## src/sv/assert_macros.svh

```systemverilog
// Assertion macros used by the sequencer back end.
`ifndef ASSERT_MACROS_SVH
`define ASSERT_MACROS_SVH

`ifndef SYNTHESIS

// Same-cycle implication, disabled while reset is asserted.
`define ASSERT_IMPLY(label, clk, rst_n, ante, cons) \
  label: assert property (@(posedge clk) disable iff (!(rst_n)) (ante) |-> (cons)) \
    else $error("assertion failed: implication");

// Next-cycle implication, disabled while reset is asserted.
`define ASSERT_NEXT(label, clk, rst_n, ante, cons) \
  label: assert property (@(posedge clk) disable iff (!(rst_n)) (ante) |=> (cons)) \
    else $error("assertion failed: next-cycle implication");

`else

`define ASSERT_IMPLY(label, clk, rst_n, ante, cons)
`define ASSERT_NEXT(label, clk, rst_n, ante, cons)

`endif

`endif

```

## src/sv/i2cbs_pkg.sv

```systemverilog
// Types, constants and step tables for the I2C bit sequencer.
`default_nettype none

package i2cbs_pkg;

  localparam int unsigned TICK_W      = 10;
  localparam int unsigned STEP_W      = 5;
  localparam logic [TICK_W-1:0] STEP_TICKS_RESET = TICK_W'(10);

  localparam int unsigned QUEUE_DEPTH = 2;
  localparam int unsigned QPTR_W      = $clog2(QUEUE_DEPTH);
  localparam int unsigned QCNT_W      = $clog2(QUEUE_DEPTH + 1);

  localparam int unsigned IN_TDATA_W  = 16;
  localparam int unsigned OUT_TDATA_W = 16;

  typedef enum logic [2:0] {
    CMD_NONE     = 3'd0,
    CMD_START    = 3'd1,
    CMD_STOP     = 3'd2,
    CMD_WRITE    = 3'd3,
    CMD_READ     = 3'd4,
    CMD_SEND_ACK = 3'd5,
    CMD_RECV_ACK = 3'd6,
    CMD_RSVD     = 3'd7
  } cmd_t;

  // Pin action taken on the first tick of a step.
  typedef enum logic [3:0] {
    ACT_NONE,
    ACT_SCL_HI,
    ACT_SCL_LO,
    ACT_SDA_HI,
    ACT_SDA_LO,
    ACT_SDA_MSB,      // drive shift register MSB, then shift left
    ACT_SDA_LSB,      // drive shift register bit 0 (ack level)
    ACT_SHIFT_IN,     // sample SDA into shift register
    ACT_SAMPLE_ACK,   // sample ack bit only
    ACT_SAMPLE_WACK   // sample ack bit and update acked
  } act_t;

  // Classified request handed from front to back.
  typedef struct packed {
    cmd_t        kind;
    logic        is_cmd;
    logic [7:0]  tx_byte;
    logic        ack_to_send;
    logic        sda_in;
  } req_t;

  // Result of one tick.
  typedef struct packed {
    logic        rejected;
    logic        ack_bit_seen;
    logic        acked;
    logic [7:0]  rx_byte;
    logic        done_res;
    logic        busy_res;
    logic        sda_level;
    logic        scl_level;
  } res_t;

  function automatic logic [STEP_W-1:0] seq_len(cmd_t cmd);
    logic [STEP_W-1:0] n;
    case (cmd)
      CMD_START:    n = STEP_W'(4);
      CMD_STOP:     n = STEP_W'(3);
      CMD_WRITE:    n = STEP_W'(28);
      CMD_READ:     n = STEP_W'(25);
      CMD_SEND_ACK: n = STEP_W'(3);
      CMD_RECV_ACK: n = STEP_W'(4);
      default:      n = '0;
    endcase
    return n;
  endfunction

  function automatic act_t ack_act(logic [1:0] ph, logic from_write);
    act_t a;
    case (ph)
      2'd0:    a = ACT_SDA_HI;
      2'd1:    a = ACT_SCL_HI;
      2'd2:    a = from_write ? ACT_SAMPLE_WACK : ACT_SAMPLE_ACK;
      default: a = ACT_SCL_LO;
    endcase
    return a;
  endfunction

  function automatic act_t step_act(cmd_t cmd, logic [STEP_W-1:0] s);
    act_t a;
    a = ACT_NONE;
    case (cmd)
      CMD_START: begin
        case (s)
          5'd0:    a = ACT_SDA_HI;
          5'd1:    a = ACT_SCL_HI;
          5'd2:    a = ACT_SDA_LO;
          default: a = ACT_SCL_LO;
        endcase
      end
      CMD_STOP: begin
        case (s)
          5'd0:    a = ACT_SDA_LO;
          5'd1:    a = ACT_SCL_HI;
          default: a = ACT_SDA_HI;
        endcase
      end
      CMD_WRITE: begin
        if (s inside {5'd0, 5'd3, 5'd6, 5'd9, 5'd12, 5'd15, 5'd18, 5'd21})
          a = ACT_SDA_MSB;
        else if (s inside {5'd1, 5'd4, 5'd7, 5'd10, 5'd13, 5'd16, 5'd19, 5'd22})
          a = ACT_SCL_HI;
        else if (s inside {5'd2, 5'd5, 5'd8, 5'd11, 5'd14, 5'd17, 5'd20, 5'd23})
          a = ACT_SCL_LO;
        else
          a = ack_act(2'(s - 5'd24), 1'b1);
      end
      CMD_READ: begin
        if (s == 5'd0)
          a = ACT_SDA_HI;
        else if (s inside {5'd1, 5'd4, 5'd7, 5'd10, 5'd13, 5'd16, 5'd19, 5'd22})
          a = ACT_SCL_HI;
        else if (s inside {5'd2, 5'd5, 5'd8, 5'd11, 5'd14, 5'd17, 5'd20, 5'd23})
          a = ACT_SHIFT_IN;
        else
          a = ACT_SCL_LO;
      end
      CMD_SEND_ACK: begin
        case (s)
          5'd0:    a = ACT_SDA_LSB;
          5'd1:    a = ACT_SCL_HI;
          default: a = ACT_SCL_LO;
        endcase
      end
      CMD_RECV_ACK: a = ack_act(s[1:0], 1'b0);
      default:      a = ACT_NONE;
    endcase
    return a;
  endfunction

endpackage

`default_nettype wire

```

## src/sv/i2cbs_front.sv

```systemverilog
// Front end: input handshake, command classification, request queue.
`default_nettype none

module i2cbs_front (
  input  wire logic                       clk,
  input  wire logic                       rst_n,
  input  wire logic                       in_tvalid,
  output logic                            in_tready,
  input  wire logic [2:0]                 in_tuser,
  input  wire logic [i2cbs_pkg::IN_TDATA_W-1:0] in_tdata,
  output logic                            q_valid,
  output i2cbs_pkg::req_t                 q_req,
  input  wire logic                       q_pop
);

  i2cbs_pkg::req_t                    q_r [i2cbs_pkg::QUEUE_DEPTH];
  logic [i2cbs_pkg::QPTR_W-1:0]       wr_ptr_r, wr_ptr_nxt;
  logic [i2cbs_pkg::QPTR_W-1:0]       rd_ptr_r, rd_ptr_nxt;
  logic [i2cbs_pkg::QCNT_W-1:0]       cnt_r, cnt_nxt;
  i2cbs_pkg::req_t                    req;
  logic                               push;
  logic                               pop;

  // classify: 1..6 are real commands, 7 is reserved
  always_comb begin
    req.kind        = i2cbs_pkg::cmd_t'(in_tuser);
    req.is_cmd      = (req.kind != i2cbs_pkg::CMD_NONE) && (req.kind != i2cbs_pkg::CMD_RSVD);
    req.tx_byte     = in_tdata[7:0];
    req.ack_to_send = in_tdata[8];
    req.sda_in      = in_tdata[9];
  end

  assign in_tready = (cnt_r != i2cbs_pkg::QCNT_W'(i2cbs_pkg::QUEUE_DEPTH));
  assign push      = in_tvalid && in_tready;
  assign q_valid   = (cnt_r != '0);
  assign pop       = q_pop && q_valid;
  assign q_req     = q_r[rd_ptr_r];

  always_comb begin
    wr_ptr_nxt = wr_ptr_r;
    rd_ptr_nxt = rd_ptr_r;
    cnt_nxt    = cnt_r;
    if (push) begin
      wr_ptr_nxt = (wr_ptr_r == i2cbs_pkg::QPTR_W'(i2cbs_pkg::QUEUE_DEPTH - 1)) ?
                   '0 : wr_ptr_r + 1'b1;
    end
    if (pop) begin
      rd_ptr_nxt = (rd_ptr_r == i2cbs_pkg::QPTR_W'(i2cbs_pkg::QUEUE_DEPTH - 1)) ?
                   '0 : rd_ptr_r + 1'b1;
    end
    if (push && !pop)
      cnt_nxt = cnt_r + 1'b1;
    else if (pop && !push)
      cnt_nxt = cnt_r - 1'b1;
  end

  always_ff @(posedge clk) begin
    if (!rst_n) begin
      wr_ptr_r <= '0;
      rd_ptr_r <= '0;
      cnt_r    <= '0;
    end else begin
      wr_ptr_r <= wr_ptr_nxt;
      rd_ptr_r <= rd_ptr_nxt;
      cnt_r    <= cnt_nxt;
    end
  end

  always_ff @(posedge clk) begin
    if (push)
      q_r[wr_ptr_r] <= req;
  end

endmodule

`default_nettype wire

```

## src/sv/i2cbs_back.sv

```systemverilog
// Back end: command sequencer, pin/ack state and result register.
`default_nettype none
`include "assert_macros.svh"

module i2cbs_back (
  input  wire logic                              clk,
  input  wire logic                              rst_n,
  input  wire logic                              q_valid,
  input  wire i2cbs_pkg::req_t                   q_req,
  output logic                                   q_pop,
  input  wire logic                              cfg_valid,
  output logic                                   cfg_ready,
  input  wire logic [i2cbs_pkg::TICK_W-1:0]      cfg_data,
  output logic                                   out_tvalid,
  input  wire logic                              out_tready,
  output logic [i2cbs_pkg::OUT_TDATA_W-1:0]      out_tdata
);

  i2cbs_pkg::cmd_t                 active_r, active_nxt;
  logic [i2cbs_pkg::STEP_W-1:0]    step_r, step_nxt;
  logic [i2cbs_pkg::TICK_W-1:0]    tick_r, tick_nxt;
  logic [7:0]                      shift_r, shift_nxt;
  logic [7:0]                      rx_r, rx_nxt;
  logic                            scl_r, scl_nxt;
  logic                            sda_r, sda_nxt;
  logic                            acked_r, acked_nxt;
  logic                            ackseen_r, ackseen_nxt;
  logic [i2cbs_pkg::TICK_W-1:0]    step_ticks_r;
  logic                            out_valid_r;
  i2cbs_pkg::res_t                 out_r;
  i2cbs_pkg::res_t                 res;

  logic                            start_cmd;
  i2cbs_pkg::cmd_t                 cmd_cur;
  logic [i2cbs_pkg::STEP_W-1:0]    step_cur;
  logic [i2cbs_pkg::TICK_W-1:0]    tick_cur;
  logic [i2cbs_pkg::TICK_W:0]      tick_inc;
  logic [i2cbs_pkg::TICK_W-1:0]    limit;
  logic [i2cbs_pkg::STEP_W-1:0]    step_inc;
  logic                            running;
  logic                            step_wrap;
  logic                            seq_end;
  logic [7:0]                      shift_ld;
  i2cbs_pkg::act_t                 act;

  assign cfg_ready = 1'b1;
  assign q_pop     = q_valid && (!out_valid_r || out_tready);

  assign limit     = (step_ticks_r == '0) ? i2cbs_pkg::TICK_W'(1) : step_ticks_r;
  assign start_cmd = (active_r == i2cbs_pkg::CMD_NONE) && q_req.is_cmd;
  assign cmd_cur   = start_cmd ? q_req.kind : active_r;
  assign step_cur  = start_cmd ? '0 : step_r;
  assign tick_cur  = start_cmd ? '0 : tick_r;
  assign running   = (cmd_cur != i2cbs_pkg::CMD_NONE);
  assign tick_inc  = {1'b0, tick_cur} + 1'b1;
  assign step_inc  = step_cur + 1'b1;
  assign step_wrap = running && (tick_inc >= {1'b0, limit});
  assign seq_end   = step_wrap && (step_inc >= i2cbs_pkg::seq_len(cmd_cur));
  assign act       = (running && tick_cur == '0) ?
                     i2cbs_pkg::step_act(cmd_cur, step_cur) : i2cbs_pkg::ACT_NONE;

  // next state
  always_comb begin
    active_nxt = active_r;
    if (q_pop) begin
      if (seq_end)
        active_nxt = i2cbs_pkg::CMD_NONE;
      else
        active_nxt = cmd_cur;
    end
  end

  // datapath and result
  always_comb begin
    step_nxt    = step_r;
    tick_nxt    = tick_r;
    shift_nxt   = shift_r;
    rx_nxt      = rx_r;
    scl_nxt     = scl_r;
    sda_nxt     = sda_r;
    acked_nxt   = acked_r;
    ackseen_nxt = ackseen_r;

    shift_ld = shift_r;
    if (start_cmd) begin
      case (q_req.kind)
        i2cbs_pkg::CMD_WRITE:    shift_ld = q_req.tx_byte;
        i2cbs_pkg::CMD_SEND_ACK: shift_ld = {7'd0, q_req.ack_to_send};
        i2cbs_pkg::CMD_READ:     shift_ld = '0;
        default:                 shift_ld = shift_r;
      endcase
    end

    if (q_pop) begin
      shift_nxt = shift_ld;
      case (act)
        i2cbs_pkg::ACT_SCL_HI:   scl_nxt = 1'b1;
        i2cbs_pkg::ACT_SCL_LO:   scl_nxt = 1'b0;
        i2cbs_pkg::ACT_SDA_HI:   sda_nxt = 1'b1;
        i2cbs_pkg::ACT_SDA_LO:   sda_nxt = 1'b0;
        i2cbs_pkg::ACT_SDA_MSB: begin
          sda_nxt   = shift_ld[7];
          shift_nxt = {shift_ld[6:0], 1'b0};
        end
        i2cbs_pkg::ACT_SDA_LSB:  sda_nxt = shift_ld[0];
        i2cbs_pkg::ACT_SHIFT_IN: shift_nxt = {shift_ld[6:0], q_req.sda_in};
        i2cbs_pkg::ACT_SAMPLE_ACK: ackseen_nxt = q_req.sda_in;
        i2cbs_pkg::ACT_SAMPLE_WACK: begin
          ackseen_nxt = q_req.sda_in;
          acked_nxt   = !q_req.sda_in;
        end
        default: ;
      endcase

      if (running) begin
        if (step_wrap) begin
          tick_nxt = '0;
          step_nxt = seq_end ? '0 : step_inc;
        end else begin
          tick_nxt = tick_inc[i2cbs_pkg::TICK_W-1:0];
          step_nxt = step_cur;
        end
      end
      if (seq_end && cmd_cur == i2cbs_pkg::CMD_READ)
        rx_nxt = shift_nxt;
    end

    res.scl_level    = scl_nxt;
    res.sda_level    = sda_nxt;
    res.busy_res     = (active_nxt != i2cbs_pkg::CMD_NONE);
    res.done_res     = seq_end;
    res.rx_byte      = rx_nxt;
    res.acked        = acked_nxt;
    res.ack_bit_seen = ackseen_nxt;
    res.rejected     = (active_r != i2cbs_pkg::CMD_NONE) &&
                       (q_req.kind != i2cbs_pkg::CMD_NONE);
  end

  always_ff @(posedge clk) begin
    if (!rst_n) begin
      active_r     <= i2cbs_pkg::CMD_NONE;
      step_r       <= '0;
      tick_r       <= '0;
      shift_r      <= '0;
      rx_r         <= '0;
      scl_r        <= 1'b1;
      sda_r        <= 1'b1;
      acked_r      <= 1'b0;
      ackseen_r    <= 1'b0;
      step_ticks_r <= i2cbs_pkg::STEP_TICKS_RESET;
      out_valid_r  <= 1'b0;
    end else begin
      active_r  <= active_nxt;
      step_r    <= step_nxt;
      tick_r    <= tick_nxt;
      shift_r   <= shift_nxt;
      rx_r      <= rx_nxt;
      scl_r     <= scl_nxt;
      sda_r     <= sda_nxt;
      acked_r   <= acked_nxt;
      ackseen_r <= ackseen_nxt;
      if (cfg_valid && cfg_ready)
        step_ticks_r <= cfg_data;
      if (q_pop)
        out_valid_r <= 1'b1;
      else if (out_tready)
        out_valid_r <= 1'b0;
    end
  end

  always_ff @(posedge clk) begin
    if (q_pop)
      out_r <= res;
  end

  assign out_tvalid = out_valid_r;
  assign out_tdata  = {{(i2cbs_pkg::OUT_TDATA_W - $bits(i2cbs_pkg::res_t)){1'b0}}, out_r};

  // idle sequencer holds step and tick counters at zero
  `ASSERT_IMPLY(a_idle_cnt_zero, clk, rst_n, active_r == i2cbs_pkg::CMD_NONE, step_r == '0 && tick_r == '0)
  // running step index stays inside the command's sequence
  `ASSERT_IMPLY(a_step_in_seq, clk, rst_n, active_r != i2cbs_pkg::CMD_NONE, step_r < i2cbs_pkg::seq_len(active_r))
  // reserved code never becomes the active command
  `ASSERT_IMPLY(a_no_rsvd_cmd, clk, rst_n, 1'b1, active_r != i2cbs_pkg::CMD_RSVD)
  // a finishing tick leaves the sequencer idle
  `ASSERT_NEXT(a_done_idle, clk, rst_n, q_pop && seq_end, active_r == i2cbs_pkg::CMD_NONE)

endmodule

`default_nettype wire

```

## src/sv/i2c_master_bit_sequencer_core.sv

```systemverilog
// Top level of the I2C master bit sequencer.
//
// Channel  Dir  Handshake          Payload
// in_      in   in_tvalid/tready   tuser: kind; tdata: tx_byte, ack_to_send, sda_in
// out_     out  out_tvalid/tready  tdata: scl, sda, busy, done, rx_byte, acked,
//                                  ack_bit_seen, rejected
// cfg_     in   cfg_valid/ready    cfg_data: step_ticks
//
// One request per cycle sustained while out_tready stays high; an accepted request is
// written into the queue, then the sequencer update moves it into the result register.
// The front queue holds two requests; in_tready drops only when it is full,
// i.e. when out_tready has been low long enough to back up the sequencer.
// The sequencer advances only when a request leaves the queue, so each
// request is exactly one bus-timing tick regardless of stalls.
// Synchronous active-low reset: pins released, step_ticks = 10, queue empty.
// cfg_ready is always high; step_ticks takes effect on the next request.
`default_nettype none

module i2c_master_bit_sequencer_core (
  input  wire logic        clk,
  input  wire logic        rst_n,
  // request channel
  input  wire logic        in_tvalid,
  output logic             in_tready,
  input  wire logic [2:0]  in_tuser,    // [2:0] kind
  input  wire logic [15:0] in_tdata,    // [7:0] tx_byte, [8] ack_to_send, [9] sda_in
  // result channel
  output logic             out_tvalid,
  input  wire logic        out_tready,
  output logic [15:0]      out_tdata,   // [0] scl_level, [1] sda_level, [2] busy_res,
                                        // [3] done_res, [11:4] rx_byte, [12] acked,
                                        // [13] ack_bit_seen, [14] rejected
  // step timing register
  input  wire logic        cfg_valid,
  output logic             cfg_ready,
  input  wire logic [9:0]  cfg_data
);

  logic            q_valid;
  logic            q_pop;
  i2cbs_pkg::req_t q_req;

  // front: accept and classify requests into the queue
  i2cbs_front u_front (
    .clk       (clk),
    .rst_n     (rst_n),
    .in_tvalid (in_tvalid),
    .in_tready (in_tready),
    .in_tuser  (in_tuser),
    .in_tdata  (in_tdata),
    .q_valid   (q_valid),
    .q_req     (q_req),
    .q_pop     (q_pop)
  );

  // back: step sequencer, pin state and result register
  i2cbs_back u_back (
    .clk        (clk),
    .rst_n      (rst_n),
    .q_valid    (q_valid),
    .q_req      (q_req),
    .q_pop      (q_pop),
    .cfg_valid  (cfg_valid),
    .cfg_ready  (cfg_ready),
    .cfg_data   (cfg_data),
    .out_tvalid (out_tvalid),
    .out_tready (out_tready),
    .out_tdata  (out_tdata)
  );

endmodule

`default_nettype wire

```

## config.mk

```make
export PLATFORM = sky130hd
export DESIGN_NAME = i2c_master_bit_sequencer_core
export DESIGN_NICKNAME = d
export VERILOG_FILES = /design/src/sv/i2cbs_pkg.sv /design/src/sv/i2cbs_front.sv /design/src/sv/i2cbs_back.sv /design/src/sv/i2c_master_bit_sequencer_core.sv
export VERILOG_INCLUDE_DIRS = /design/src /design/src/sv
export SDC_FILE = /design/constraint.sdc
export NUM_CORES = 1
export LEC_CHECK = 0
export ABC_AREA = 1
export BUFFER_PORTS_ARGS = -buffer_cell sky130_fd_sc_hd__buf_2
export CORE_MARGIN = 1
export CORE_UTILIZATION = 54
export CTS_CLUSTER_SIZE = 14
export DETAILED_ROUTE_END_ITERATION = 10
export HOLD_SLACK_MARGIN = 0.05
export PLACE_DENSITY = 0.82
export SLEW_MARGIN = 20
export SYNTH_ARGS = -nofsm -noshare
export SYNTH_HDL_FRONTEND = slang
export SYNTH_SLANG_ARGS = --single-unit
```

## constraint.sdc

```tcl
create_clock -name clk -period 4.03 [get_ports clk]
set_clock_uncertainty 0.1 [all_clocks]
set_input_delay 0.6045 -clock clk [delete_from_list [all_inputs] [get_ports clk]]
set_output_delay 0.6045 -clock clk [all_outputs]
set_load 0.005 [all_outputs]
```

# Yosys cells after proc, flatten, opt, wreduce, memory -nomap -nowiden
# Memories as Yosys holds them, arrays and structs flattened. A register that Yosys moved wholly into a read port is not among the register bits.
# Cells that the tools add are included.
# W data, S select, Z words.
[op_classes]
magnitude_cmp = 2
n_addsub = 7
n_eq_ne = 47
n_mux = 46
n_reduce_logical = 38
[op_table]
columns = ["operator", "count"]
rows = [
  ["$eq A5 B4 Y1 const B", 8],
  ["$eq A5 B5 Y1 const B", 8],
  ["$mux W10", 3],
  ["$mux W4", 6],
  ["$mux W8", 3],
  ["$pmux W4 S3", 2],
  ["$pmux W4 S6", 1],
  ["$pmux W8 S3", 1],
  ["$reduce_bool A8 Y1", 3],
  ["$eq A5 B3 Y1 const B", 4],
  ["$logic_not A10 Y1", 2],
  ["$pmux W5 S4", 1],
  ["$eq A4 B3 Y1 const B", 4],
  ["$pmux W8 S2", 1],
  ["$eq A3 B3 Y1 const B", 5],
  ["$mux W5", 3],
  ["$reduce_bool A3 Y1", 5],
  ["$mux W1", 14],
  ["$logic_and A1 B1 Y1", 12],
  ["$mux W3", 4],
  ["$pmux W3 S2", 2],
  ["$add A10 B1 Y11 const B", 1],
  ["$ge A11 B10 Y1", 1],
  ["$eq A5 B2 Y1 const B", 2],
  ["other kinds (27)", 44],
]
[totals]
out_inout_bits = 19
regBits = 68
elab_cells = 163
n_memories = 1
ram_bits = 28
[mem_list]
columns = ["name", "words", "word_bits", "read_ports", "rd_ports_with_merged_regs", "write_ports", "line_no", "text"]
rows = [
  ["u_front.q_r", 2, 14, 1, 1, 1, "i2cbs_front.sv:16", "i2cbs_pkg::req_t q_r [i2cbs_pkg::QUEUE_DEPTH];"],
]

# Longest topological paths before layout
# Gate-level depths: netlist (run 1).
[logic_depth]
word_depth = 15
ltp_mapped = 30
ltp_nobuf = 29

# Modules after synthesis
# Synthesis (run 1) repeated with hierarchy kept, for this count alone.
[unflattened]
hier_cells = 690
hier_area_um2 = 5388.9
[modules_own_cells]
columns = ["module", "area_each_um2", "instances", "cells_per_inst"]
rows = [
  ["i2cbs_back", 4120.2, 1, 606],
  ["i2cbs_front", 1268.7, 1, 84],
]

# Least setup slack after synthesis (run 1)
# Ideal clock, no wire load.
[synth_path]
path_type = "reg-to-reg"
from = "reg with a tool-made name"
to = "reg u_back.out_r (netlist bit u_back.out_tdata[11]) (data pin)"
path_stages_with_launch = 30
setup_slack_ps = 181
required_ps = 3674
setup_ps = 256
arrival_ps = 3493
cell_sequence = "dfxtp_1 -> inv_2 -> nand2_1 -> nand2_4 -> nand2_8 -> buf_6 -> inv_2 -> nor2_1 -> ha_1 -> nand3_1 -> nor2_2 -> nand4_1 -> nand2_1 -> inv_1 -> ha_1 -> nand2_1 -> inv_1 -> nor3_1 -> o21ai_0 -> nand2_1 -> nand3b_1 -> nand2_1 -> inv_1 -> o21ai_0 -> nand2_4 -> nand3_2 -> nor2_4 -> or2_2 -> o21ai_1 -> inv_1"
[synth_lines]
columns = ["item", "line_no", "text"]
rows = [
  ["end signal: assignment", "i2cbs_back.sv:173", "out_r <= res;"],
  ["end: declaration", "i2cbs_back.sv:30", "i2cbs_pkg::res_t out_r;"],
]

==> out/summary.log, run 1 <==
[synth] Post-Synthesis Mean Instance Area 7.73 um^2
[place] routability cong. 0.919
[floorplan] overall die width 102 um
[timing] Rel. slew slack 0.511
[floorplan] Initial Utilization 0.555
[cts] depth of the CTS H-tree 3
[synth] count of yosys warnings during synthesis 0
[worst_setup_path] reg-to-reg slack, setup 0.22 ns
[cts] clock sinks 97
[synth] async set or reset register ratio after synthesis 0
[timing] RSZ-0062 raised after global routing true
[finish] antenna cells 0
[synth] number of flops mapped to enable cells by yosys 43
[worst_setup_path] CP top delay family simple AND/OR/NAND/NOR gates
[finish] Area Overhead vs Synth 12.1%
[outcome] outcome finished clean
[flow_run] number of maximum-capacitance violations 0
[cts] buffers inserted during post-CTS setup optimization 0
[routing] wl on met1 5120 um
[timing] final-layout setup total negative slack 0 ns
[routing] number of remaining DRC errors 0
[power_and_ir_drop] Max VDD drop 0.367 mV
[cts] buffer levels on the longest clock path 2
[routing] met2 WL 5630 um
[global_routing] overflow left after global routing 0
[global_routing] wire length of the first global-routing pass 18900 um
[power_and_ir_drop] switching share of power 0.463
[synth] flip-flop and latch count after synthesis 97
[cts] number of clock buffers inserted by TritonCTS 9
[worst_setup_path] arrival time of the worst setup path 3.86 ns
[worst_setup_path] worst path required time 4.08 ns
[worst_setup_path] critical path launch point type flop
[power_and_ir_drop] portion of total power attributed to sequential cells 0.329
[worst_setup_path] category of the critical setup timing path reg2reg
[floorplan] DIE AREA 0.0105 mm^2
[synth] post-synthesis cell count 702
[cts] post-cts repair resize count 0
[finish] final-stage net count 805
[routing] antenna-violating nets left 0
[routing] average via count per standard cell 5.29
[global_routing] GR Util All Layers 0.233
[routing] routed length on met3 575 um
[power_and_ir_drop] internal cell power 2.20 mW
[power_and_ir_drop] Comb pwr share 0.512
[cts] post-CTS clock slew at the launch and capture registers of the worst setup and hold paths 0.10 ns
[routing] final routed wire length divided by cell count 13.1 um
[finish] post-route cell area 0.00608 mm^2
[timing] final worst-path cycle share 0.946
[power_and_ir_drop] areal power density over the cells 674 mW/mm^2
[cts] CTS Root Cell sky130_fd_sc_hd__clkbuf_8
[power_and_ir_drop] clock group share of total power 0.159
[floorplan] Boundary Pins 53
[routing] total vias in the final route 4684
[finish] ratio of cells with drive above 1 in the final layout 0.202
[worst_setup_path] slowest CP cell sky130_fd_sc_hd__edfxtp_1
[power_and_ir_drop] leakage component of the power 2.91 nW
[cts] TritonCTS clock tree built
[worst_setup_path] critical path peak fanout 7
[cts] clock network latency to the later pin of the worst-skew pair 0.39 ns
[timing] number of slew-limit violations in the final report 0
[synth] leading register cell type out of synthesis sky130_fd_sc_hd__dfxtp_1
[worst_setup_path] Worst path max stage delay 0.40 ns
[worst_setup_path] endpoint class of the critical path flop
[routing] number of violations reported at the end of detailed-routing iteration 0 269
[floorplan] Placement Rows 36
[min_path] path category of the worst min-delay check in2reg
[global_routing] number of antenna violations at the first check in global routing 0
[worst_setup_path] buffers and inverters on the worst path 5
[synth] Post-Synthesis Net Count 759
[place] count of input and output buffers 44
[synth] area of the mapped netlist 0.00543 mm^2
[power_and_ir_drop] net load switching power 1.90 mW
[routing] highest metal layer with signal wires met4
[floorplan] die height 102 um
[routing] count of TritonRoute iterations in the first routing pass 5
[timing] highest attainable clock frequency 262 MHz
[cts] number of hold buffers added after CTS 0
[timing] worst hold slack after final layout 0.300 ns
[synth] count of distinct cell types in the synthesized netlist 45
[synth] sequential-to-total area share from yosys stat 0.437
[global_routing] number of global-route vias before repair 4236
[worst_setup_path] most repeated library cell on the critical path sky130_fd_sc_hd__nand2_1
[timing] Min Clock Period, post-route 3.81 ns
[timing] slew at the pin closest to its max-slew limit 0.732 ns
[timing] count of endpoints failing setup in the final report 0
[place] Final HPWL DP 8390 um
[routing] aggregate routed wire length 11600 um
[floorplan] core region area 0.00977 mm^2
[place] placed standard-cell area 0.00578 mm^2
[global_routing] pin count of the biggest net entering global routing 33
[timing] endpoints failing hold 0
[power by group through the flow]
stage / Combinational (mW) / Sequential, mW / Clock, mW
final: 2.10 / 1.35 / 0.651
after global routing: 2.34 / 1.37 / 0.700
after CTS: 2.02 / 1.35 / 0.660
after detailed placement: 2.01 / 1.37 / 0
after global placement: 1.93 / 1.36 / 0
after floorplan: 1.51 / 1.36 / 0
[cells in the mapped netlist, types with 2 or more instances]
cell,count,share of area
sky130_fd_sc_hd__nor2_2,6,0.0069
sky130_fd_sc_hd__a22oi_1,6,0.0083
sky130_fd_sc_hd__inv_2,19,0.013
sky130_fd_sc_hd__nor2_1,66,0.046
sky130_fd_sc_hd__a21oi_1,41,0.038
sky130_fd_sc_hd__o211ai_1,6,0.0083
sky130_fd_sc_hd__ha_1,23,0.053
sky130_fd_sc_hd__o21ai_2,7,0.011
sky130_fd_sc_hd__nor3_1,6,0.0055
sky130_fd_sc_hd__buf_4,4,0.0055
sky130_fd_sc_hd__o21a_1,2,0.0028
sky130_fd_sc_hd__conb_1,2,0.0014
sky130_fd_sc_hd__buf_6,2,0.0042
sky130_fd_sc_hd__nand3_1,29,0.027
sky130_fd_sc_hd__nor2_4,3,0.0062
sky130_fd_sc_hd__nand2_4,3,0.0062
sky130_fd_sc_hd__or2_2,8,0.0092
sky130_fd_sc_hd__nand2_2,13,0.015
sky130_fd_sc_hd__nand3_2,2,0.0037
sky130_fd_sc_hd__inv_1,93,0.064
sky130_fd_sc_hd__a21o_1,2,0.0028
sky130_fd_sc_hd__o21ai_0,32,0.030
sky130_fd_sc_hd__nand4_1,19,0.022
sky130_fd_sc_hd__clkbuf_1,10,0.0069
sky130_fd_sc_hd__buf_1,2,0.0014
sky130_fd_sc_hd__o21ai_1,16,0.015
sky130_fd_sc_hd__nand2_1,159,0.11
sky130_fd_sc_hd__dfxtp_1,54,0.20
sky130_fd_sc_hd__edfxtp_1,43,0.24
sky130_fd_sc_hd__xor2_1,7,0.011
sky130_fd_sc_hd__xnor2_1,3,0.0048
[path summary, 6_finish.rpt]
| check | to | from | cells past startpoint |
|---|---|---|---|
| worst min-delay path | u_front.q_r[1][4] | in_tdata[2] | 1 |
| worst max-delay path | u_back.out_tdata[5] | u_front.q_r[0][10] | 28 |
| worst max register to register | u_back.out_tdata[5] | u_front.q_r[0][10] | 28 |
| worst min register to register | u_back.step_ticks_r[0] | u_back.step_ticks_r[0] | 2 |
[stage by stage]
step	utilization	setup slack, ns	total power, mW	instances
floorplan	-	0.181	2.87	702
global placement	0.591	0.172	3.30	869
detailed placement	0.591	0.0502	3.38	869
CTS	0.611	0.0200	4.02	885
global route	0.622	-0.0579	4.41	886
finish	0.622	0.217	4.10	886
[sequential cells by signal (all words and copies together) (netlist names), 3 cells and up, named ones only]
| register | flops |
|---|---|
| u_back.active_r | 3 |
| u_back.rx_r | 8 |
| u_back.out_tdata | 15 |
| u_back.tick_r | 10 |
| u_front.q_r | 28 |
| u_back.shift_r | 8 |
| u_back.step_ticks_r | 10 |
| u_back.step_r | 5 |
[layout by cell type, fill, tap and decap left out, types with 2 or more instances in the layout]
cell,n
sky130_fd_sc_hd__ha_1,21
sky130_fd_sc_hd__nand2_1,157
sky130_fd_sc_hd__nand2_2,14
sky130_fd_sc_hd__o21ai_0,31
sky130_fd_sc_hd__inv_1,93
sky130_fd_sc_hd__nand3_1,29
sky130_fd_sc_hd__nor2_1,62
sky130_fd_sc_hd__buf_4,8
sky130_fd_sc_hd__conb_1,2
sky130_fd_sc_hd__dfxtp_1,53
sky130_fd_sc_hd__xnor2_1,2
sky130_fd_sc_hd__clkbuf_8,9
sky130_fd_sc_hd__nand4_1,19
sky130_fd_sc_hd__nor2_2,10
sky130_fd_sc_hd__buf_2,44
sky130_fd_sc_hd__nand2_8,2
sky130_fd_sc_hd__o21ai_2,13
sky130_fd_sc_hd__o21a_1,2
sky130_fd_sc_hd__clkinv_1,2
sky130_fd_sc_hd__xor2_1,7
sky130_fd_sc_hd__a21o_1,2
sky130_fd_sc_hd__nor3_1,4
sky130_fd_sc_hd__a21oi_1,40
sky130_fd_sc_hd__a21oi_2,2
sky130_fd_sc_hd__nor3_2,3
sky130_fd_sc_hd__nor2_4,4
sky130_fd_sc_hd__or2_2,8
sky130_fd_sc_hd__o21ai_1,11
sky130_fd_sc_hd__edfxtp_1,43
sky130_fd_sc_hd__inv_2,18
sky130_fd_sc_hd__a22oi_1,6
sky130_fd_sc_hd__o211ai_1,6
sky130_fd_sc_hd__nand2_4,3
[area by class of cell]
| cell class | count | area, um^2 |
|---|---|---|
| fill | 835 | 3690 |
| clock inverter | 6 | 67.6 |
| tap | 133 | 166 |
| sequential | 97 | 2370 |
| timing repair buffer | 52 | 280 |
| multi-input combinational | 475 | 2640 |
| inverter | 113 | 427 |
| clock buffer | 10 | 128 |
[kinds of logic after synthesis]
group                    count (synthesis)  share of synthesized area
buffers and inverters                  131                     0.0961
AO/OA/AOI/OAI                          118                      0.126
flip-flops                              97                      0.437
AND/OR/NAND/NOR                        320                      0.269
XOR/XNOR                                10                     0.0161
multiplexers                             1                    0.00184
other                                    2                    0.00138
adder cells (fa/ha/maj)                 23                     0.0530
[worst reg2reg max path: cells and delay by family (launching register included)]
kind	cells	cell delay, ns
and+or+nand+nor	18	1.92
adders and majority gates	2	0.45
DFF	1	0.40
buffers and inverters	5	0.39
AOI/OAI and AO/OA	3	0.33
[per-layer routing]
metal | global-route usage | up-vias
met2 | 0.391 | 138
met3 | 0.0472 | 25
met4 | 0.0945 | 0
met5 | 0 | -
li1 | - | 2381
met1 | 0.294 | 2140
Note: power is estimated with default switching activity, not from simulation.
==> inputs of run 2 (changes only) <==
--- a/config.mk
+++ b/config.mk
@@ -7,7 +7,8 @@
 export NUM_CORES = 1
 export LEC_CHECK = 0
 export ABC_AREA = 1
-export BUFFER_PORTS_ARGS = -buffer_cell sky130_fd_sc_hd__buf_2
+export BUFFER_PORTS_ARGS = -buffer_cell sky130_fd_sc_hd__clkbuf_2
+export CAP_MARGIN = 20
 export CORE_MARGIN = 1
 export CORE_UTILIZATION = 54
 export CTS_CLUSTER_SIZE = 14
==> out/summary.log, run 2 (synthesis results as in run 1) <==
[floorplan] Placement Rows 36 [unchanged]
[place] routability cong. 0.894 [-2.7%]
[cts] TritonCTS clock tree built
[finish] Area Overhead vs Synth 12.4%
[global_routing] number of global-route vias before repair 4317 [+1.9%]
[routing] met2 WL 5950 um [+5.7%]
[timing] final worst-path cycle share 0.962 [+0.0162]
[routing] average via count per standard cell 5.30 [+0.33%]
[floorplan] Boundary Pins 53 [unchanged]
[power_and_ir_drop] leakage component of the power 2.92 nW [+0.25%]
[worst_setup_path] critical path peak fanout 7 [unchanged]
[routing] highest metal layer with signal wires met4
[worst_setup_path] endpoint class of the critical path flop
[outcome] outcome finished clean
[floorplan] DIE AREA 0.0105 mm^2 [unchanged]
[finish] final-stage net count 807 [+0.25%]
[worst_setup_path] arrival time of the worst setup path 3.91 ns [+0.05 ns]
[power_and_ir_drop] Comb pwr share 0.505 [-0.007]
[finish] number of flip-flops under the largest register name 28 [unchanged]
[power_and_ir_drop] net load switching power 1.88 mW [-0.69%]
[floorplan] die height 102 um [unchanged]
[cts] number of clock buffers inserted by TritonCTS 9 [unchanged]
[cts] buffer levels on the longest clock path 2 [unchanged]
[place] count of input and output buffers 44 [unchanged]
[finish] commonest non-fill, non-tap cell in the layout sky130_fd_sc_hd__nand2_1
[routing] total vias in the final route 4710 [+0.56%]
[routing] number of remaining DRC errors 0 [unchanged]
[finish] # fillers 841 [+0.72%]
[routing] count of TritonRoute iterations in the first routing pass 5 [unchanged]
[flow_run] number of maximum-capacitance violations 0 [unchanged]
[timing] Min Clock Period, post-route 3.88 ns [+0.0652 ns]
[floorplan] overall die width 102 um [unchanged]
[timing] Rel. slew slack 0.522 [+0.0106]
[routing] number of violations reported at the end of detailed-routing iteration 0 237 [-12%]
[worst_setup_path] worst path required time 4.06 ns [-0.02 ns]
[finish] ratio of cells with drive above 1 in the final layout 0.205 [+0.00344]
[finish] most frequent cells in the layout sky130_fd_sc_hd__nand2_1 (157), sky130_fd_sc_hd__inv_1 (91), sky130_fd_sc_hd__nor2_1 (62)
[timing] number of slew-limit violations in the final report 0 [unchanged]
[floorplan] Initial Utilization 0.555 [unchanged]
[global_routing] pin count of the biggest net entering global routing 33 [unchanged]
[power_and_ir_drop] clock group share of total power 0.168 [+0.009]
[power_and_ir_drop] Max VDD drop 0.363 mV [-1.0%]
[global_routing] wire length of the first global-routing pass 18900 um [about the same]
[cts] post-CTS clock slew at the launch and capture registers of the worst setup and hold paths 0.09 ns [about the same]
[routing] final routed wire length divided by cell count 13.3 um [+1.8%]
[floorplan] core region area 0.00977 mm^2 [unchanged]
[routing] aggregate routed wire length 11800 um [+2.0%]
[power_and_ir_drop] internal cell power 2.26 mW [+2.8%]
[routing] routed length on met3 592 um [+3.0%]
[cts] CTS Root Cell sky130_fd_sc_hd__clkbuf_8
[finish] register with the most flip-flops u_front.q_r
[min_path] path category of the worst min-delay check in2reg
[cts] depth of the CTS H-tree 3 [unchanged]
[timing] count of endpoints failing setup in the final report 0 [unchanged]
[global_routing] number of antenna violations at the first check in global routing 0 [unchanged]
[power_and_ir_drop] switching share of power 0.454 [-0.00858]
[worst_setup_path] category of the critical setup timing path reg2reg
[finish] antenna cells 0 [unchanged]
[power_and_ir_drop] portion of total power attributed to sequential cells 0.327 [-0.002]
[cts] clock network latency to the later pin of the worst-skew pair 0.37 ns [-0.02 ns]
[place] Final HPWL DP 8290 um [-1.1%]
[timing] slew at the pin closest to its max-slew limit 0.716 ns [-0.0159 ns]
[finish] post-route cell area 0.00610 mm^2 [+0.31%]
[place] worst setup timing slack at the placement stage 0.0690 ns [+0.0188 ns]
[worst_setup_path] critical path launch point type flop
[timing] endpoints failing hold 0 [unchanged]
[place] placed standard-cell area 0.00578 mm^2 [unchanged]
[timing] highest attainable clock frequency 258 MHz [-1.7%]
[timing] worst-case setup margin in the final layout 0.152 ns [-0.0652 ns]
[routing] wl on met1 5060 um [-1.1%]
[global_routing] overflow left after global routing 0 [unchanged]
[cts] clock sinks 97 [unchanged]
[routing] antenna-violating nets left 0 [unchanged]
[power_and_ir_drop] areal power density over the cells 680 mW/mm^2 [+0.88%]
[global_routing] GR Util All Layers 0.233 [-0.000265]
-- run 2: metal layers --
layer | global-route usage | vias up
met4 | 0.102 | 0
li1 | - | 2379
met5 | 0 | -
met3 | 0.0438 | 21
met1 | 0.284 | 2152
met2 | 0.401 | 158
-- run 2: worst max-delay path, stage by stage, from the launching register on --
cell and delay (ns):
sky130_fd_sc_hd__dfxtp_2 0.36, sky130_fd_sc_hd__inv_2 0.04, sky130_fd_sc_hd__nand2_1 0.09, sky130_fd_sc_hd__nand2_4 0.09, sky130_fd_sc_hd__nand2_8 0.10, sky130_fd_sc_hd__inv_2 0.06
sky130_fd_sc_hd__nor2_2 0.11, sky130_fd_sc_hd__ha_2 0.20, sky130_fd_sc_hd__nand3_1 0.12, sky130_fd_sc_hd__nor2_4 0.17, sky130_fd_sc_hd__nand4_1 0.15, sky130_fd_sc_hd__nand2_1 0.14
sky130_fd_sc_hd__inv_2 0.06, sky130_fd_sc_hd__ha_4 0.26, sky130_fd_sc_hd__nand4_1 0.12, sky130_fd_sc_hd__or3_1 0.33, sky130_fd_sc_hd__nand3b_1 0.10, sky130_fd_sc_hd__nand2_1 0.05
sky130_fd_sc_hd__inv_1 0.05, sky130_fd_sc_hd__o21ai_1 0.06, sky130_fd_sc_hd__buf_4 0.15, sky130_fd_sc_hd__nand2_4 0.11, sky130_fd_sc_hd__nand3_4 0.12, sky130_fd_sc_hd__nor2_4 0.20
sky130_fd_sc_hd__inv_4 0.09, sky130_fd_sc_hd__o21ai_2 0.14, sky130_fd_sc_hd__inv_1 0.08
-- run 2: power groups by stage --
stage               Clock, mW  Sequential, mW  Combinational (mW)
floorplan                   0            1.36                1.51
global placement            0            1.36                1.93
detailed placement          0            1.37                2.00
CTS                     0.703            1.35                2.02
global route            0.745            1.37                2.33
finish                  0.697            1.35                2.09
-- run 2: cell type report --
class | count | area [um^2] | share of cell area
multi-input cells | 475 | 2630 | 0.430
flip-flops and latches | 97 | 2370 | 0.389
inverters | 113 | 427 | 0.0699
repair buffers | 54 | 295 | 0.0484
well taps | 133 | 166 | 0.0273
clock buffers | 12 | 135 | 0.0222
clock inverters | 4 | 77.6 | 0.0127
-- run 2: what timing repair did --
item	in CTS	in global routing
resized for setup	0	23
buffers inserted	0	2
hold buffers	0	0
setup endpoints to repair	0	33
-- run 2: stage by stage --
stage / hold slack [ns] / std cells / power [mW] / setup TNS, ns / util
2_1_floorplan: 0.324 / 702 / 2.87 / 0 / -
3_3_place_gp: 0.334 / 869 / 3.30 / 0 / 0.591
5_1_grt: 0.305 / 888 / 4.45 / -0.328 / 0.624
4_1_cts: 0.303 / 885 / 4.08 / 0 / 0.613
6_report: 0.311 / 888 / 4.15 / 0 / 0.624
3_5_place_dp: 0.343 / 869 / 3.38 / 0 / 0.591
-- run 2: worst paths after layout --
path | startpoint | endpoint | slack [ns] | cells past startpoint
setup / recovery | flop | u_back.out_tdata[5] | 0.15 | 26
hold / removal | in_tdata[2] | u_front.q_r[1][4] | 0.31 | 1
setup reg to reg | flop | u_back.out_tdata[5] | 0.15 | 26
hold reg to reg | u_back.scl_r | u_back.scl_r | 0.36 | 2
==> inputs of run 3 (changes only) <==
--- a/config.mk
+++ b/config.mk
@@ -10,11 +10,11 @@
 export BUFFER_PORTS_ARGS = -buffer_cell sky130_fd_sc_hd__clkbuf_2
 export CAP_MARGIN = 20
 export CORE_MARGIN = 1
-export CORE_UTILIZATION = 54
+export CORE_UTILIZATION = 60
 export CTS_CLUSTER_SIZE = 14
 export DETAILED_ROUTE_END_ITERATION = 10
 export HOLD_SLACK_MARGIN = 0.05
-export PLACE_DENSITY = 0.82
+export PLACE_DENSITY = 0.86
 export SLEW_MARGIN = 20
 export SYNTH_ARGS = -nofsm -noshare
 export SYNTH_HDL_FRONTEND = slang
==> constraint.sdc (replaced) <==
create_clock -name clk -period 4.2 [get_ports clk]
set_clock_uncertainty 0.1 [all_clocks]
set_input_delay 0.63 -clock clk [delete_from_list [all_inputs] [get_ports clk]]
set_output_delay 0.63 -clock clk [all_outputs]
set_load 0.005 [all_outputs]
==> out/summary.log, run 3 (synthesis results as in run 1) <==
[timing] count of endpoints failing setup in the final report 0 [unchanged]
[routing] average via count per standard cell 5.60 [+5.5%]
[global_routing] GR Util All Layers 0.266 [+0.0334]
[floorplan] Initial Utilization 0.622 [+0.0671]
[cts] buffer levels on the longest clock path 2 [unchanged]
[global_routing] pin count of the biggest net entering global routing 33 [unchanged]
[worst_setup_path] slowest CP cell sky130_fd_sc_hd__edfxtp_1
[routing] antenna-violating nets left 0 [unchanged]
[cts] post-CTS clock slew at the launch and capture registers of the worst setup and hold paths 0.10 ns [about the same]
[finish] antenna cells 0 [unchanged]
[power_and_ir_drop] Max VDD drop 0.696 mV [+92%]
[power_and_ir_drop] leakage component of the power 2.90 nW [-0.81%]
[cts] clock sinks 97 [unchanged]
[power_and_ir_drop] internal cell power 2.09 mW [-7.7%]
[finish] ratio of cells with drive above 1 in the final layout 0.181 [-0.0240]
[timing] RSZ-0062 raised after global routing false
[worst_setup_path] category of the critical setup timing path reg2reg
[cts] CTS Root Cell sky130_fd_sc_hd__clkbuf_8
[global_routing] overflow left after global routing 0 [unchanged]
[cts] clock network latency to the later pin of the worst-skew pair 0.37 ns [about the same]
[place] placed standard-cell area 0.00574 mm^2 [-0.76%]
[finish] commonest non-fill, non-tap cell in the layout sky130_fd_sc_hd__nand2_1
[finish] final-stage net count 802 [-0.62%]
[power_and_ir_drop] net load switching power 1.79 mW [-5.0%]
[routing] number of violations reported at the end of detailed-routing iteration 0 260 [+9.7%]
[floorplan] die height 97.1 um [-5.0%]
[power_and_ir_drop] power consumption 3.88 mW [-6.5%]
[cts] depth of the CTS H-tree 3 [unchanged]
[routing] routed length on met3 747 um [+26%]
[routing] met2 WL 6060 um [+1.9%]
[routing] final routed wire length divided by cell count 13.9 um [+4.7%]
[routing] highest metal layer with signal wires met4
[flow_run] number of maximum-capacitance violations 0 [unchanged]
[timing] Rel. slew slack 0.332 [-0.190]
[finish] number of flip-flops under the largest register name 28 [unchanged]
[routing] wl on met1 4760 um [-5.9%]
[power_and_ir_drop] areal power density over the cells 651 mW/mm^2 [-4.3%]
[finish] register with the most flip-flops u_front.q_r
[worst_setup_path] most repeated library cell on the critical path sky130_fd_sc_hd__nand2_1
[place] count of input and output buffers 44 [unchanged]
[global_routing] number of antenna violations at the first check in global routing 0 [unchanged]
[routing] total vias in the final route 4801 [+1.9%]
[worst_setup_path] worst path required time 4.23 ns [+0.17 ns]
[finish] count of non-filler cells in the finished layout 858 [-3.4%]
[outcome] outcome finished clean
[timing] final-layout setup total negative slack 0 ns [unchanged]
[floorplan] Boundary Pins 53 [unchanged]
[power_and_ir_drop] portion of total power attributed to sequential cells 0.336 [+0.009]
[routing] count of TritonRoute iterations in the first routing pass 6 [+1]
[worst_setup_path] CP top delay family simple AND/OR/NAND/NOR gates
[global_routing] wire length of the first global-routing pass 20400 um [+8.1%]
[worst_setup_path] arrival time of the worst setup path 3.92 ns [about the same]
[timing] endpoints failing hold 0 [unchanged]
[worst_setup_path] buffers and inverters on the worst path 5 [-2]
[floorplan] core region area 0.00872 mm^2 [-11%]
[worst_setup_path] endpoint class of the critical path flop
[timing] worst-case setup margin in the final layout 0.311 ns [+0.159 ns]
[worst_setup_path] critical path peak fanout 10 [+3]
[power_and_ir_drop] Comb pwr share 0.501 [-0.004]
[place] Final HPWL DP 8430 um [+1.7%]
[routing] number of remaining DRC errors 0 [unchanged]
[place] routability cong. 0.908 [+1.5%]
[floorplan] Placement Rows 34 [-5.6%]
[finish] Area Overhead vs Synth 9.82%
[routing] aggregate routed wire length 12000 um [+1.2%]
[min_path] path category of the worst min-delay check in2reg
[cts] number of hold buffers added after CTS 0 [unchanged]
[worst_setup_path] Worst path max stage delay 0.41 ns [+0.05 ns]
[timing] highest attainable clock frequency 257 MHz [-0.29%]
[floorplan] overall die width 97.1 um [-5.0%]
[cts] number of clock buffers inserted by TritonCTS 9 [unchanged]
[finish] post-route cell area 0.00596 mm^2 [-2.3%]
[power_and_ir_drop] clock group share of total power 0.163 [-0.005]
[finish] most frequent cells in the layout sky130_fd_sc_hd__nand2_1 (159), sky130_fd_sc_hd__inv_1 (93), sky130_fd_sc_hd__nor2_1 (64)
[global_routing] number of global-route vias before repair 4685 [+8.5%]
[place] dpl cells 842 [-3.1%]
[timing] Min Clock Period, post-route 3.89 ns [+0.0114 ns]
[timing] final worst-path cycle share 0.926 [-0.0362]
[worst_setup_path] critical path launch point type flop
[cts] buffers inserted during post-CTS setup optimization 0 [unchanged]
[timing] slew at the pin closest to its max-slew limit 1.00 ns [+0.284 ns]
[power_and_ir_drop] switching share of power 0.462 [+0.00736]
[timing] number of slew-limit violations in the final report 0 [unchanged]
[place] worst setup timing slack at the placement stage 0.218 ns [+0.149 ns]
[floorplan] DIE AREA 0.00943 mm^2 [-9.8%]
[cts] TritonCTS clock tree built
[run 3: changes by cell type in the layout (fill, tap and decap cells not counted), moves of 2 or more]
cell                       delta
sky130_fd_sc_hd__inv_1        +2
sky130_fd_sc_hd__nand2_1      +2
sky130_fd_sc_hd__buf_4        -5
sky130_fd_sc_hd__nand2_2      -2
sky130_fd_sc_hd__nor2_1       +2
sky130_fd_sc_hd__ha_1         +2
sky130_fd_sc_hd__o21ai_2      -5
sky130_fd_sc_hd__nor2_2       -2
sky130_fd_sc_hd__clkbuf_1     -3
sky130_fd_sc_hd__o21ai_1      +4
[run 3: path summary, 6_finish.rpt]
path                      start             endpoint  slack (ns)  depth (start not counted)
max          u_front.q_r[0][10]  u_back.out_tdata[8]        0.31                         27
min reg2reg        u_back.scl_r         u_back.scl_r        0.37                          2
max reg2reg  u_front.q_r[0][10]  u_back.out_tdata[8]        0.31                         27
min                 in_tdata[6]    u_front.q_r[1][8]        0.34                          1
[run 3: through the flow]
stage / utilization / hold slack [ns]
4_1_cts: 0.682 / 0.334
3_5_place_dp: 0.658 / 0.350
3_3_place_gp: 0.657 / 0.333
2_1_floorplan: - / 0.324
5_1_grt: 0.683 / 0.331
6_report: 0.683 / 0.340
[run 3: final cells by class]
| cell class | count | area [um^2] |
|---|---|---|
| fill | 658 | 2760 |
| sequential | 97 | 2370 |
| inverter | 113 | 424 |
| tap | 108 | 135 |
| multi-input combinational | 474 | 2550 |
| clock buffer | 9 | 124 |
| clock inverter | 7 | 85.1 |
| timing repair buffer | 50 | 269 |
[run 3: worst register-to-register path, stage by stage, from the launching register on]
cell                       delay [ns]
sky130_fd_sc_hd__edfxtp_1        0.41
sky130_fd_sc_hd__nand2_1         0.14
sky130_fd_sc_hd__nand2_4         0.10
sky130_fd_sc_hd__nand2_8         0.09
sky130_fd_sc_hd__inv_2           0.04
sky130_fd_sc_hd__nor2_1          0.14
sky130_fd_sc_hd__ha_1            0.21
sky130_fd_sc_hd__nand3_1         0.10
sky130_fd_sc_hd__nor2_2          0.14
sky130_fd_sc_hd__nand4_1         0.13
sky130_fd_sc_hd__nand2_1         0.11
sky130_fd_sc_hd__inv_1           0.07
sky130_fd_sc_hd__ha_1            0.33
sky130_fd_sc_hd__nand2_1         0.07
sky130_fd_sc_hd__inv_1           0.03
sky130_fd_sc_hd__nor3_1          0.13
sky130_fd_sc_hd__o21ai_0         0.10
sky130_fd_sc_hd__nand2_1         0.06
sky130_fd_sc_hd__nand3b_1        0.07
sky130_fd_sc_hd__nand2_1         0.06
sky130_fd_sc_hd__inv_1           0.04
sky130_fd_sc_hd__o21ai_2         0.20
sky130_fd_sc_hd__nand2_4         0.12
sky130_fd_sc_hd__nand3_2         0.12
sky130_fd_sc_hd__nor2_4          0.08
sky130_fd_sc_hd__or2_2           0.28
sky130_fd_sc_hd__o21ai_1         0.11
sky130_fd_sc_hd__inv_1           0.06
[run 3: per-layer routing]
| metal | global-route usage | up-vias |
|---|---|---|
| li1 | - | 2366 |
| met1 | 0.301 | 2210 |
| met2 | 0.475 | 191 |
| met3 | 0.0475 | 34 |
| met4 | 0.145 | 0 |
| met5 | 0 | - |
[run 3: power by group through the flow]
stage               logic [mW]  clock network [mW]  registers [mW]
finish                    1.94               0.631            1.30
global route              2.17               0.672            1.32
CTS                       1.91               0.639            1.30
detailed placement        1.88                   0            1.32
global placement          1.79                   0            1.31
floorplan                 1.45                   0            1.31
[run 3: timing repair]
item / 4_1_cts / 5_1_grt
endpoints found under the setup margin: 0 / 27
resized for setup: 0 / 4
hold endpoints to repair: 0 / 0
